--- config.mk ---
export PLATFORM = sky130hd
export DESIGN_NAME = l2tp_over_udp_header_parser
export DESIGN_NICKNAME = d
export VERILOG_FILES = /design/src/hw/rtl/l2tp_pkg.sv /design/src/hw/rtl/l2tp_in_stage.sv /design/src/hw/rtl/l2tp_parse_core.sv /design/src/hw/rtl/l2tp_out_reg.sv /design/src/hw/rtl/l2tp_over_udp_header_parser.sv
export SDC_FILE = /design/constraint.sdc
export NUM_CORES = 1
export LEC_CHECK = 0
export BUFFER_PORTS_ARGS = -buffer_cell sky130_fd_sc_hd__buf_2
export CORE_MARGIN = 2
export CORE_UTILIZATION = 50
export CTS_CLUSTER_SIZE = 24
export DETAILED_ROUTE_END_ITERATION = 12
export PLACE_DENSITY = 0.76
export SLEW_MARGIN = 5
export SYNTH_ARGS = -nofsm -noshare
export SYNTH_HDL_FRONTEND = slang
export SYNTH_HIERARCHICAL = 1
export SYNTH_SLANG_ARGS = --single-unit
--- constraint.sdc ---
create_clock -name i_clk -period 8.5 [get_ports i_clk]
set_input_delay 1.7 -clock i_clk [delete_from_list [all_inputs] [get_ports i_clk]]
set_output_delay 1.7 -clock i_clk [all_outputs]
set_load 0.005 [all_outputs]
--- src/hw/rtl/l2tp_pkg.sv ---
// ----------------------------------------------------------------------------
// l2tp_pkg
// Shared types, constants and helpers for the Ethernet/IP/UDP/L2TPv2 header
// parser: frame limits, protocol codes, verdict codes and the result layout.
// ----------------------------------------------------------------------------
package l2tp_pkg;

    // Frame length limit and the byte position counter that covers it
    localparam int unsigned MAX_FRAME_BYTES = 65536;
    localparam int unsigned POS_W           = $clog2(MAX_FRAME_BYTES + 1);

    // Protocol constants
    localparam logic [15:0] ETH_IPV4      = 16'h0800;
    localparam logic [15:0] ETH_IPV6      = 16'h86DD;
    localparam logic [7:0]  PROTO_UDP     = 8'd17;
    localparam logic [6:0]  ETH_HDR       = 7'd14;
    localparam logic [6:0]  IP6_HDR_BYTES = 7'd40;
    localparam logic [3:0]  L2TP_BASE     = 4'd6;
    localparam logic [15:0] DEF_UDP_PORT  = 16'd1701;

    // L2TP flag bits in the first header byte
    localparam int unsigned FLAG_T = 7;
    localparam int unsigned FLAG_L = 6;
    localparam int unsigned FLAG_S = 3;
    localparam int unsigned FLAG_O = 1;

    // Verdict codes
    localparam logic [2:0] V_NOT_IP  = 3'd0;
    localparam logic [2:0] V_NOT_UDP = 3'd1;
    localparam logic [2:0] V_PORT    = 3'd2;
    localparam logic [2:0] V_CTRL    = 3'd3;
    localparam logic [2:0] V_DATA    = 3'd4;
    localparam logic [2:0] V_TRUNC   = 3'd5;

    // One accepted frame byte
    typedef struct packed {
        logic       last;
        logic [7:0] data;
    } t_byte_item;

    // Input register to parser core handshake
    typedef struct packed {
        logic       valid;
        t_byte_item item;
    } t_in_ctrl;

    // Result payload; first member is the top bit, so ether_kind lands lowest
    typedef struct packed {
        logic [16:0] hdr_bytes;
        logic [15:0] recv_seq;
        logic [15:0] send_seq;
        logic        seq_valid;
        logic [15:0] session_ident;
        logic [15:0] tunnel_ident;
        logic [3:0]  tunnel_version;
        logic [15:0] udp_dest;
        logic [15:0] udp_source;
        logic        over_ipv6;
        logic [15:0] ether_kind;
    } t_result_data;

    localparam int unsigned RES_W   = $bits(t_result_data);
    localparam int unsigned TDATA_W = ((RES_W + 7) / 8) * 8;

    typedef struct packed {
        logic [2:0]   verdict;
        t_result_data data;
    } t_result;

    // Fixed L2TP header length for a given flag byte
    function automatic logic [3:0] fixed_len(input logic [7:0] f);
        logic [3:0] n;
        n = L2TP_BASE;
        if (f[FLAG_L]) n = n + 4'd2;
        if (f[FLAG_S]) n = n + 4'd4;
        if (f[FLAG_O]) n = n + 4'd2;
        return n;
    endfunction

endpackage

--- src/hw/rtl/l2tp_in_stage.sv ---
// ----------------------------------------------------------------------------
// l2tp_in_stage
// Input register: holds one frame byte until the parser core takes it.
// ----------------------------------------------------------------------------
module l2tp_in_stage
    import l2tp_pkg::*;
(
    input  logic       i_clk,
    input  logic       i_rst_n,
    input  logic       i_valid,
    output logic       o_ready,
    input  t_byte_item i_item,
    input  logic       i_take,
    output t_in_ctrl   o_ctrl
);

    logic       r_valid;
    t_byte_item r_item;

    // free when empty or when the held byte leaves this cycle
    assign o_ready = !r_valid || i_take;

    always_ff @(posedge i_clk) begin
        if (!i_rst_n) begin
            r_valid <= 1'b0;
        end else if (o_ready) begin
            r_valid <= i_valid;
        end
    end

    always_ff @(posedge i_clk) begin
        if (o_ready && i_valid) begin
            r_item <= i_item;
        end
    end

    assign o_ctrl.valid = r_valid;
    assign o_ctrl.item  = r_item;

endmodule

--- src/hw/rtl/l2tp_parse_core.sv ---
// ----------------------------------------------------------------------------
// l2tp_parse_core
// Per-frame parse state: byte position, captured header fields and verdict.
// Each accepted byte updates the state; the last byte of a frame also
// produces the summary result and returns the state to its frame reset.
// ----------------------------------------------------------------------------
module l2tp_parse_core
    import l2tp_pkg::*;
(
    input  logic        i_clk,
    input  logic        i_rst_n,
    input  logic        i_cfg_valid,
    input  logic [15:0] i_cfg_data,
    input  t_in_ctrl    i_ctrl,
    input  logic        i_out_free,
    output logic        o_take,
    output logic        o_res_valid,
    output t_result     o_res
);

    // configuration
    logic [15:0] r_port;

    // frame state
    logic [POS_W-1:0] r_pos,    n_pos;
    logic [15:0]      r_ether,  n_ether;
    logic [6:0]       r_udp,    n_udp;
    logic [7:0]       r_flags,  n_flags;
    logic [7:0]       r_shift,  n_shift;
    logic [15:0]      r_src,    n_src;
    logic [15:0]      r_dst,    n_dst;
    logic [15:0]      r_tun,    n_tun;
    logic [15:0]      r_ses,    n_ses;
    logic [15:0]      r_ns,     n_ns;
    logic [15:0]      r_nr,     n_nr;
    logic [3:0]       r_ver,    n_ver;
    logic [15:0]      r_offs,   n_offs;
    logic [16:0]      r_hdr,    n_hdr;
    logic [2:0]       r_verdict, n_verdict;

    logic [7:0]       b;
    logic             last;
    logic             l2;

    assign b    = i_ctrl.item.data;
    assign last = i_ctrl.item.last;

    // a last byte waits for room in the result register
    assign o_take      = i_ctrl.valid && (!last || i_out_free);
    assign o_res_valid = o_take && last;

    // next-state for one byte
    always_comb begin
        logic [15:0]      word;
        logic [POS_W-1:0] r;
        logic [POS_W-1:0] k;
        logic [POS_W-1:0] j;
        logic [POS_W-1:0] base0;
        logic [POS_W-1:0] base1;
        logic [3:0]       n;
        logic [3:0]       ihl;

        word  = {r_shift, b};
        r     = r_pos - POS_W'(r_udp);
        k     = r - POS_W'(8);
        j     = k - POS_W'(1);
        base0 = r_flags[FLAG_L] ? POS_W'(4) : POS_W'(2);
        base1 = base0 + POS_W'(4);
        n     = fixed_len(r_flags);
        ihl   = (b[3:0] < 4'd5) ? 4'd5 : b[3:0];

        n_pos     = r_pos;
        n_ether   = r_ether;
        n_udp     = r_udp;
        n_flags   = r_flags;
        n_shift   = r_shift;
        n_src     = r_src;
        n_dst     = r_dst;
        n_tun     = r_tun;
        n_ses     = r_ses;
        n_ns      = r_ns;
        n_nr      = r_nr;
        n_ver     = r_ver;
        n_offs    = r_offs;
        n_hdr     = r_hdr;
        n_verdict = r_verdict;

        if (r_verdict == V_TRUNC && r_pos < POS_W'(MAX_FRAME_BYTES)) begin
            if (r_pos == POS_W'(12)) begin
                n_shift = b;
            end else if (r_pos == POS_W'(13)) begin
                n_ether = word;
                if (word == ETH_IPV6) begin
                    n_udp = ETH_HDR + IP6_HDR_BYTES;
                end else if (word != ETH_IPV4) begin
                    n_verdict = V_NOT_IP;
                end
            end else if (r_pos < POS_W'(13)) begin
                // MAC addresses: nothing captured
            end else if (r_ether == ETH_IPV4 && r_pos == POS_W'(14)) begin
                n_udp = ETH_HDR + {1'b0, ihl, 2'b00};
            end else if (r_ether == ETH_IPV4 && r_pos == POS_W'(23)) begin
                if (b != PROTO_UDP) n_verdict = V_NOT_UDP;
            end else if (r_ether != ETH_IPV4 && r_pos == POS_W'(20)) begin
                if (b != PROTO_UDP) n_verdict = V_NOT_UDP;
            end else if (r_udp != 7'd0 && r_pos >= POS_W'(r_udp)) begin
                // UDP header
                if (r == POS_W'(0) || r == POS_W'(2)) begin
                    n_shift = b;
                end else if (r == POS_W'(1)) begin
                    n_src = word;
                end else if (r == POS_W'(3)) begin
                    n_dst = word;
                    if (word != r_port) n_verdict = V_PORT;
                end else if (r < POS_W'(8)) begin
                    // length and checksum skipped
                end else if (k == POS_W'(0)) begin
                    n_flags = b;
                end else if (k == POS_W'(1)) begin
                    n_ver = b[3:0];
                end else begin
                    // L2TP fields move with the L, S and O flags
                    if (!k[0]) begin
                        n_shift = b;
                    end else if (j == base0) begin
                        n_tun = word;
                    end else if (j == base0 + POS_W'(2)) begin
                        n_ses = word;
                    end else if (r_flags[FLAG_S]) begin
                        if (j == base1) begin
                            n_ns = word;
                        end else if (j == base1 + POS_W'(2)) begin
                            n_nr = word;
                        end else if (r_flags[FLAG_O] && j == base1 + POS_W'(4)) begin
                            n_offs = word;
                        end
                    end else if (r_flags[FLAG_O] && j == base1) begin
                        n_offs = word;
                    end
                    // end of the fixed header decides the verdict
                    if (k == POS_W'(n) - POS_W'(1)) begin
                        n_hdr = 17'(n) + (r_flags[FLAG_O] ? {1'b0, n_offs} : 17'd0);
                        n_verdict = r_flags[FLAG_T] ? V_CTRL : V_DATA;
                    end
                end
            end
        end

        if (r_pos < POS_W'(MAX_FRAME_BYTES)) n_pos = r_pos + POS_W'(1);
    end

    // result from the state after this byte
    assign l2 = (n_verdict == V_CTRL) || (n_verdict == V_DATA);

    always_comb begin
        o_res.verdict             = n_verdict;
        o_res.data.ether_kind     = n_ether;
        o_res.data.over_ipv6      = (n_ether == ETH_IPV6);
        o_res.data.udp_source     = n_src;
        o_res.data.udp_dest       = n_dst;
        o_res.data.tunnel_version = n_ver;
        o_res.data.tunnel_ident   = n_tun;
        o_res.data.session_ident  = n_ses;
        o_res.data.seq_valid      = l2 && n_flags[FLAG_S];
        o_res.data.send_seq       = n_ns;
        o_res.data.recv_seq       = n_nr;
        o_res.data.hdr_bytes      = l2 ? n_hdr : 17'd0;
    end

    // configuration register
    always_ff @(posedge i_clk) begin
        if (!i_rst_n) begin
            r_port <= DEF_UDP_PORT;
        end else if (i_cfg_valid) begin
            r_port <= i_cfg_data;
        end
    end

    // frame state: cleared by reset and after every last byte
    always_ff @(posedge i_clk) begin
        if (!i_rst_n || (o_take && last)) begin
            r_pos     <= '0;
            r_ether   <= '0;
            r_udp     <= '0;
            r_flags   <= '0;
            r_shift   <= '0;
            r_src     <= '0;
            r_dst     <= '0;
            r_tun     <= '0;
            r_ses     <= '0;
            r_ns      <= '0;
            r_nr      <= '0;
            r_ver     <= '0;
            r_offs    <= '0;
            r_hdr     <= 17'(L2TP_BASE);
            r_verdict <= V_TRUNC;
        end else if (o_take) begin
            r_pos     <= n_pos;
            r_ether   <= n_ether;
            r_udp     <= n_udp;
            r_flags   <= n_flags;
            r_shift   <= n_shift;
            r_src     <= n_src;
            r_dst     <= n_dst;
            r_tun     <= n_tun;
            r_ses     <= n_ses;
            r_ns      <= n_ns;
            r_nr      <= n_nr;
            r_ver     <= n_ver;
            r_offs    <= n_offs;
            r_hdr     <= n_hdr;
            r_verdict <= n_verdict;
        end
    end

endmodule

--- src/hw/rtl/l2tp_out_reg.sv ---
// ----------------------------------------------------------------------------
// l2tp_out_reg
// Result register: holds one frame summary until the downstream side takes it.
// ----------------------------------------------------------------------------
module l2tp_out_reg
    import l2tp_pkg::*;
(
    input  logic    i_clk,
    input  logic    i_rst_n,
    input  logic    i_load,
    input  t_result i_res,
    output logic    o_free,
    output logic    o_valid,
    input  logic    i_ready,
    output t_result o_res
);

    logic    r_valid;
    t_result r_res;

    // room when empty or when the held result is taken this cycle
    assign o_free = !r_valid || i_ready;

    always_ff @(posedge i_clk) begin
        if (!i_rst_n) begin
            r_valid <= 1'b0;
        end else if (o_free) begin
            r_valid <= i_load;
        end
    end

    always_ff @(posedge i_clk) begin
        if (o_free && i_load) begin
            r_res <= i_res;
        end
    end

    assign o_valid = r_valid;
    assign o_res   = r_res;

endmodule

--- src/hw/rtl/l2tp_over_udp_header_parser.sv ---
// ----------------------------------------------------------------------------
// l2tp_over_udp_header_parser
// Ethernet/IPv4-IPv6/UDP/L2TPv2 header parser, one frame byte per transfer,
// one summary result per frame on its last byte.
//
//   Channel  Dir  Handshake                     Payload
//   s_axis   in   s_axis_tvalid/s_axis_tready   tdata frame byte, tlast end
//   m_axis   out  m_axis_tvalid/m_axis_tready   tuser verdict, tdata fields
//   cfg      in   i_cfg_valid/o_cfg_ready       i_cfg_data UDP port
//
// One byte per cycle sustained unless a frame's last byte waits for room in
// the result register; each byte is held in the input register and then
// updates the parse state in the parser core. The result is loaded at the
// edge that takes the last byte from the input register.
// Reset (synchronous, active low) clears both registers and sets the port
// to 1701. A stalled result holds only a frame's last byte back; other
// bytes keep flowing while a result waits.
// ----------------------------------------------------------------------------
module l2tp_over_udp_header_parser
    import l2tp_pkg::*;
(
    input  logic               i_clk,
    input  logic               i_rst_n,
    // configuration write
    input  logic               i_cfg_valid,
    output logic               o_cfg_ready,
    input  logic [15:0]        i_cfg_data,
    // frame bytes in
    input  logic               s_axis_tvalid,
    output logic               s_axis_tready,
    input  logic [7:0]         s_axis_tdata,   // [7:0] frame_byte
    input  logic               s_axis_tlast,   // frame_end
    // frame summary out
    output logic               m_axis_tvalid,
    input  logic               m_axis_tready,
    output logic [TDATA_W-1:0] m_axis_tdata,   // ether_kind, over_ipv6,
                                               // udp_source, udp_dest,
                                               // tunnel_version, tunnel_ident,
                                               // session_ident, seq_valid,
                                               // send_seq, recv_seq,
                                               // tunnel_header_bytes, pad
    output logic [2:0]         m_axis_tuser    // [2:0] verdict
);

    t_byte_item in_item;
    t_in_ctrl   in_ctrl;
    logic       take;
    logic       out_free;
    logic       res_valid;
    t_result    res;
    t_result    out_res;

    assign o_cfg_ready = 1'b1;

    assign in_item.data = s_axis_tdata;
    assign in_item.last = s_axis_tlast;

    // input register
    l2tp_in_stage u_in (
        .i_clk   (i_clk),
        .i_rst_n (i_rst_n),
        .i_valid (s_axis_tvalid),
        .o_ready (s_axis_tready),
        .i_item  (in_item),
        .i_take  (take),
        .o_ctrl  (in_ctrl)
    );

    // parse state and result logic
    l2tp_parse_core u_core (
        .i_clk       (i_clk),
        .i_rst_n     (i_rst_n),
        .i_cfg_valid (i_cfg_valid),
        .i_cfg_data  (i_cfg_data),
        .i_ctrl      (in_ctrl),
        .i_out_free  (out_free),
        .o_take      (take),
        .o_res_valid (res_valid),
        .o_res       (res)
    );

    // result register
    l2tp_out_reg u_out (
        .i_clk   (i_clk),
        .i_rst_n (i_rst_n),
        .i_load  (res_valid),
        .i_res   (res),
        .o_free  (out_free),
        .o_valid (m_axis_tvalid),
        .i_ready (m_axis_tready),
        .o_res   (out_res)
    );

    assign m_axis_tdata = TDATA_W'(out_res.data);
    assign m_axis_tuser = out_res.verdict;

endmodule

Word-level counts from Yosys, hierarchy flattened
Cells that the tools add are included.
Widths: inputs -> output; s select.
{ "word_totals": {"register_bits": 357, "input_bits": 30, "out_inout_bits": 142, "elab_cells": 337} }
{ "op_classes": {"addsub": 13, "n_lt_le_gt_ge": 5, "eq_ne": 38, "n_mux": 204, "bitwise": 12, "reduce_logical": 32} }
{ "op_table": {"columns": ["op", "count"], "rows": [
  ["$mux 16", 119],
  ["$mux 17", 15],
  ["$mux 4", 31],
  ["$mux 8", 14],
  ["$eq 17x17->1", 6],
  ["$mux 3", 21],
  ["$eq 17x4->1 const B", 3],
  ["$add 17x2->17 const B", 2],
  ["$add 17x3->17 const B", 2],
  ["$eq 17x1->1 const B", 2],
  ["$eq 17x2->1 const B", 2],
  ["$eq 17x5->1 const B", 2],
  ["$logic_not 17->1", 2],
  ["$lt 17x4->1 const B", 2],
  ["$eq 16x16->1 const B", 2],
  ["$ne 16x12->1 const B", 2],
  ["$mux 7", 4],
  ["$reduce_and 14->1", 2],
  ["$add 17x1->17 const B", 1],
  ["$add 4x17->17", 1],
  ["$ge 17x7->1", 1],
  ["$lt 17x17->1 const B", 1],
  ["$sub 17x1->17 const B", 1],
  ["$sub 17x4->17 const B", 1],
  ["other kinds (24)", 65]
]} }

Logic depth before layout (Yosys ltp)
{ "depth": {"word_depth": 43, "ltp_mapped": 28} }

Cells and area by module
The synthesis kept the hierarchy.
{ "by_module_without_submodules": {"columns": ["module", "instances", "cells_per_inst", "area_each_um2", "seq_area_each_um2"], "rows": [
  ["l2tp_parse_core", 1, 1626, 12659.6, 4063.9],
  ["l2tp_out_reg", 1, 143, 4201.5, 4164.0],
  ["l2tp_in_stage", 1, 15, 335.3, 290.3],
  ["l2tp_over_udp_header_parser", 1, 4, 22.5, 0.0]
]} }

Worst setup path before layout
OpenSTA, ideal clock, no wires.
{ "synth_timing": {"path_type": "flip-flop to flip-flop", "from": "register u_core.r_udp[3]", "to": "register u_out.r_res, in the netlist u_out/o_res[129] (data pin)", "t_arrival_ps": 5806, "required_time_ps": 8361, "setup_slack_ps": 2556, "stages_incl_launch_ff": 29, "path_buffers": 1, "synth_period_minus_slack_ps": 5944, "cell_sequence": "dfxtp_1 > inv_1 > ha_1 > a21oi_1 > o21ai_0 > xnor2_1 > ha_1 > inv_1 > a21o_1 > a21oi_1 > xnor2_1 > and2_1 > o21ai_0 > or4b_1 > nor4_2 > nand3_1 > buf_2 > mux2i_1 > nor2_1 > ha_1 > fa_1 > a21oi_1 > nor2_1 > nand2_1 > xnor2_1 > nor2_1 > a211oi_1 > mux2i_1 > nor2_1"} }
{ "synth_via": {"elab_chain_cells": 43} }
{ "synth_rtl": {"columns": ["element", "line", "text"], "rows": [
  ["start: declaration", "l2tp_parse_core.sv:27", "logic [6:0] r_udp, n_udp;"],
  ["start signal: assignment", "l2tp_parse_core.sv:200", "r_udp <= n_udp;"],
  ["$sub 17x7->17", "l2tp_parse_core.sv:64", "r = r_pos - POS_W'(r_udp);"],
  ["$sub 17x4->17", "l2tp_parse_core.sv:65", "k = r - POS_W'(8);"],
  ["$sub 17x1->17", "l2tp_parse_core.sv:66", "j = k - POS_W'(1);"],
  ["$eq 17x17->1", "l2tp_parse_core.sv:134", "end else if (r_flags[FLAG_O] && j == base1 + POS_W'(4)) begin"],
  ["$logic_and 1x1->1", "l2tp_parse_core.sv:134", null],
  ["$mux 16", "l2tp_parse_core.sv:134", null],
  ["$mux 16", "l2tp_parse_core.sv:132", "end else if (j == base1 + POS_W'(2)) begin"],
  ["$mux 16", "l2tp_parse_core.sv:130", "if (j == base1) begin"],
  ["[27 not listed]", null, null],
  ["$mux 17", "l2tp_parse_core.sv:106", "end else if (r_udp != 7'd0 && r_pos >= POS_W'(r_udp)) begin"],
  ["$mux 17", "l2tp_parse_core.sv:104", "end else if (r_ether != ETH_IPV4 && r_pos == POS_W'(20)) begin"],
  ["$mux 17", "l2tp_parse_core.sv:102", "end else if (r_ether == ETH_IPV4 && r_pos == POS_W'(23)) begin"],
  ["$mux 17", "l2tp_parse_core.sv:100", "end else if (r_ether == ETH_IPV4 && r_pos == POS_W'(14)) begin"],
  ["$mux 17", "l2tp_parse_core.sv:98", "end else if (r_pos < POS_W'(13)) begin"],
  ["$mux 17", "l2tp_parse_core.sv:91", "end else if (r_pos == POS_W'(13)) begin"],
  ["$mux 17", "l2tp_parse_core.sv:89", "if (r_pos == POS_W'(12)) begin"],
  ["$mux 17", "l2tp_parse_core.sv:88", "if (r_verdict == V_TRUNC && r_pos < POS_W'(MAX_FRAME_BYTES)) begin"],
  ["end signal: assignment", "l2tp_out_reg.sv:34", "r_res <= i_res;"],
  ["end: declaration", "l2tp_out_reg.sv:19", "t_result r_res;"]
]} }
Parallel ways exist; a longest one is shown, timed or not. The select of a mux whose other input is x is not followed.
A chain may end at the register's enable or synchronous reset.

Worst setup path in the final report
{ "layout_timing": {"from": "register u_core.r_pos[1]", "to": "register u_out.r_res, in the netlist u_out/o_res[129] (data pin)"} }
{ "layout_via": {"elab_chain_cells": 43} }
{ "layout_rtl": {"columns": ["element", "line", "text"], "rows": [
  ["start: declaration", "l2tp_parse_core.sv:25", "logic [POS_W-1:0] r_pos, n_pos;"],
  ["start signal: assignment", "l2tp_parse_core.sv:198", "r_pos <= n_pos;"],
  ["$sub 17x7->17", "l2tp_parse_core.sv:64", null],
  ["$sub 17x4->17", "l2tp_parse_core.sv:65", null],
  ["$sub 17x1->17", "l2tp_parse_core.sv:66", null],
  ["$eq 17x17->1", "l2tp_parse_core.sv:134", null],
  ["$logic_and 1x1->1", "l2tp_parse_core.sv:134", null],
  ["$mux 16", "l2tp_parse_core.sv:134", null],
  ["$mux 16", "l2tp_parse_core.sv:132", null],
  ["$mux 16", "l2tp_parse_core.sv:130", null],
  ["[27 not listed]", null, null],
  ["$mux 17", "l2tp_parse_core.sv:106", null],
  ["$mux 17", "l2tp_parse_core.sv:104", null],
  ["$mux 17", "l2tp_parse_core.sv:102", null],
  ["$mux 17", "l2tp_parse_core.sv:100", null],
  ["$mux 17", "l2tp_parse_core.sv:98", null],
  ["$mux 17", "l2tp_parse_core.sv:91", null],
  ["$mux 17", "l2tp_parse_core.sv:89", null],
  ["$mux 17", "l2tp_parse_core.sv:88", null]
]} }
Parallel ways exist; a longest one is shown, timed or not. The select of a mux whose other input is x is not followed.

==> impl_results.md <==
- Num ports: 172
- Post-route ant nets: 0
- Post-synthesis async set-or-reset flop share: 0
- Adder-cell area share of the yosys netlist: 0.0190
- Vias in the first global route: 13.2k
- Synth warn: 6
- Synth Area in Compound Gates: 0.100
- Post-synthesis xor/xnor area fraction: 0.0335
- Cell Area, Placed: 0.0183 mm²
- Power density over the cells: 186 mW/mm²
- Max-Cap Viols: 0
- Min Tclk post-route: 6.93 ns
- Post-Place Worst Slack: 1.66 ns
- Syn nets: 1843
- Setup TNS: 0 ns
- Rows: 67
- Post-CTS sizing: 0
- Clock Tree Root: clkbuf_16
- Worst Hold Margin: 0.449 ns
- DR vias: 13.9k
- TritonCTS buffer count: 37
- Min-Delay Path Class: register to register
- Most used DFF post-synth: dfxtp_1
- Largest net degree at the start of global routing: 96
- Initial antenna violation count: 0
- Worst-Margin Slew: 1.17 ns
- Fillers: 2898
- Die H: 190 µm
- Seq cells post-synth: 352
- Pwr Total: 3.62 mW
- Lkg Pwr: 7.12 nW
- Initial Util: 0.511
- Worst vdd ir: 0.000176 V
- Post-Synth Simple-Gate Area: 0.197
- CP required: 8.90 ns
- Critical path capture point type: register
- Max FO, Critical Path: 23
- CTS Buffer Depth: 3
- Skew final: 0.0134 ns
- Die area: 0.0359 mm²
- Cell area after layout: 0.0194 mm²
- Nets: 1947
- GRT Util Overall: 0.254
- R2R setup slack: 1.57 ns
- WL/cell: 19.7 µm
- Clk_lat worst skew: 0.54 ns
- Synth cell types: 90
- Iteration-0 DRC Markers: 1454
- Synth Instances: 1788
- Max H-tree Level: 2
- Post-CTS Setup Bufs: 0
- Worst relative slew slack: 0.214
- RR Startpoint: u_core/r_pos[1]
- Port Buffers: 169
- Share of layout cells above drive strength 1: 0.205
- Endpoints failing setup: 0
- R2R depth: 25
- Slew Viols, Final: 0
- Number of hold buffers added after cts: 0
- M1 wire length: 19.6 mm
- WL met2: 21.5 mm
- HP Start: u_core/r_hdr[14]
- Final Worst Setup Slack: 1.57 ns
- Critical path class: register to register
- Hold Fails Final Rpt: 0
- Worst-path clk slew: 0.06 ns
- WP data arrival: 7.33 ns
- Overflow after GRT: 0
- Sink Count: 352
- Via-per-instance ratio: 5.85
- Unrepaired setup endpoints after global routing: no
- Area delta synth->final: 12.6%
- Hpwl dp: 30.5 mm
- GP Congestion: 0.905
- Wire length on met3: 3.90 mm
- DRT Pass-1 Iters: 6
- Mapped cell area: 0.0172 mm²
- Status: finished clean
- # DRC: 0
- TritonCTS clock tree: done
- Seq/Total Area, Yosys: 0.495
- Setup crit start kind: register
- N_diodes: 0
- Post-synth EDFFs: 147
- Max Used Layer: met4
- Avg Inst Size Synth: 9.63 µm²
- First-pass GRT wire length: 72.6 mm
- Achievable frequency: 144 MHz
- Die width: 190 µm
- R2r endpoint: u_out/o_res[129]
- Largest family of logic cells by synthesized area: simple AND/OR/NAND/NOR gates
- Final worst path period share: 0.816
- Worst-case hold path end point: u_core/r_hdr[14]
- Final wirelength: 46.6 mm
- Core Area: 0.0337 mm²
- Mux contribution to synthesized area: 0.112
- Worst Hold Depth: 2
==> stage by stage <==
stage          utilization  instances
6_report             0.575       2369
3_5_place_dp         0.542       2301
5_1_grt              0.575       2369
3_3_place_gp         0.542       2301
4_1_cts              0.575       2369
2_1_floorplan            -       1788
==> cells in the mapped netlist (5+ instances only) <==
cell,number,share of area
a211oi_1,27,0.012
a21o_1,5,0.0022
a21oi_1,131,0.038
a31oi_1,5,0.0018
and2_1,8,0.0029
and3_1,14,0.0051
and4_1,5,0.0025
buf_1,9,0.0020
buf_2,29,0.0084
buf_4,8,0.0035
clkbuf_1,77,0.017
dfxtp_1,205,0.24
edfxtp_1,147,0.26
ha_1,23,0.017
inv_1,43,0.0094
mux2_2,103,0.067
mux2i_1,75,0.044
nand2_1,277,0.060
nand2b_1,5,0.0018
nand3_1,36,0.010
nand4_1,24,0.0087
nor2_1,187,0.041
nor2b_1,15,0.0054
nor3_1,60,0.017
nor4_1,21,0.0076
nor4_2,6,0.0044
o211ai_1,10,0.0044
o21a_1,5,0.0022
o21ai_0,30,0.0087
o22ai_1,5,0.0018
o31ai_1,5,0.0022
or3_1,18,0.0065
or4_1,7,0.0031
xnor2_1,25,0.013
xor2_1,39,0.020
==> registers in the layout, summed over array words and instances, names as in the netlist, 9 cells and up <==
name and flops:
u_core/r_offs 16, u_core/r_hdr 17, u_core/r_dst 16, u_core/r_ether 16, u_out/o_res 138, u_core/r_src 16, u_core/r_nr 16, u_core/r_ns 16
u_core/r_tun 16, u_core/r_pos 17, u_core/r_port 16, u_core/r_ses 16, u_in/o_ctrl 9
==> cells in the final DEF, fill, tap and decap left out, types with 6 or more instances in the layout <==
cell / instances
a21oi_1: 131
xor2_1: 39
nand2_1: 277
nor2_1: 187
buf_2: 169
clkbuf_16: 37
buf_4: 23
nor2b_1: 15
mux2_2: 103
mux2i_1: 75
nor4_1: 20
or4_1: 7
nand3_1: 36
nor4_2: 6
o211ai_1: 10
and3_1: 14
edfxtp_1: 147
dfxtp_1: 205
and2_1: 8
nor3_1: 59
ha_1: 23
or3_1: 18
clkbuf_1: 16
inv_1: 42
o21ai_0: 28
xnor2_1: 25
nand4_1: 24
a211oi_1: 27
==> report_power, final <==
part	leakage, nW	switching, mW	total [mW]	internal (mW)
sequential	2.92	0.0287	1.85	1.82
clock	0.545	0.670	1.52	0.847
combinational	3.65	0.165	0.251	0.0863
total	7.12	0.864	3.62	2.75
==> metal layers <==
| metal | track usage | up-vias |
|---|---|---|
| li1 | - | 6499 |
| met1 | 0.332 | 6696 |
| met2 | 0.409 | 552 |
| met3 | 0.0612 | 112 |
| met4 | 0.0954 | 0 |
| met5 | 0 | - |
==> cell families after synthesis <==
logic type / count (synthesis)
and+or+nand+nor: 721
DFF: 352
AOI/OAI and AO/OA: 273
muxes: 179
buffers and inverters: 171
xor gates and xnor gates: 65
adders and majority gates: 25
other: 2
==> worst max path at each step <==
stage                    startpoint                to  slack (ns)  cells after the start
detailed placement  u_core/r_pos[1]  u_out/o_res[129]        1.66                     25
CTS                 u_core/r_pos[1]  u_out/o_res[129]        1.63                     25
global placement    u_core/r_pos[1]  u_out/o_res[129]        1.94                     25
floorplan           u_core/r_udp[3]  u_out/o_res[129]        2.56                     28
finish              u_core/r_pos[1]  u_out/o_res[129]        1.57                     25
global route        u_core/r_pos[1]  u_out/o_res[129]        0.93                     25
==> cell type report <==
class,instances,area [µm²],share of cell area
inverters,44,165,0.00852
flip-flops and latches,352,8520,0.439
clock buffers,56,1030,0.0530
clock inverters,12,91.3,0.00471
multi-input cells,1265,8010,0.413
repair buffers,192,1020,0.0525
well taps,448,561,0.0289
==> worst max-delay path: stages (launching register included) <==
cell and delay, ns:
dfxtp_1 0.39, inv_1 0.13, ha_1 0.26, fa_1 0.48
nor2b_1 0.15, o2111ai_1 0.32, a311oi_2 0.59, o221ai_2 0.30
nor4_2 0.34, a31oi_1 0.23, or3_1 0.43, and2_0 0.24
nand3_1 0.10, buf_4 0.31, mux2i_1 0.22, nor2_1 0.06
ha_1 0.24, fa_1 0.46, a21oi_1 0.53, nor2_1 0.15
nand2_1 0.11, xnor2_1 0.12, nor2_1 0.06, a211oi_1 0.32
mux2i_1 0.13, nor2_1 0.12
Power figures use the tool's default switching activity.
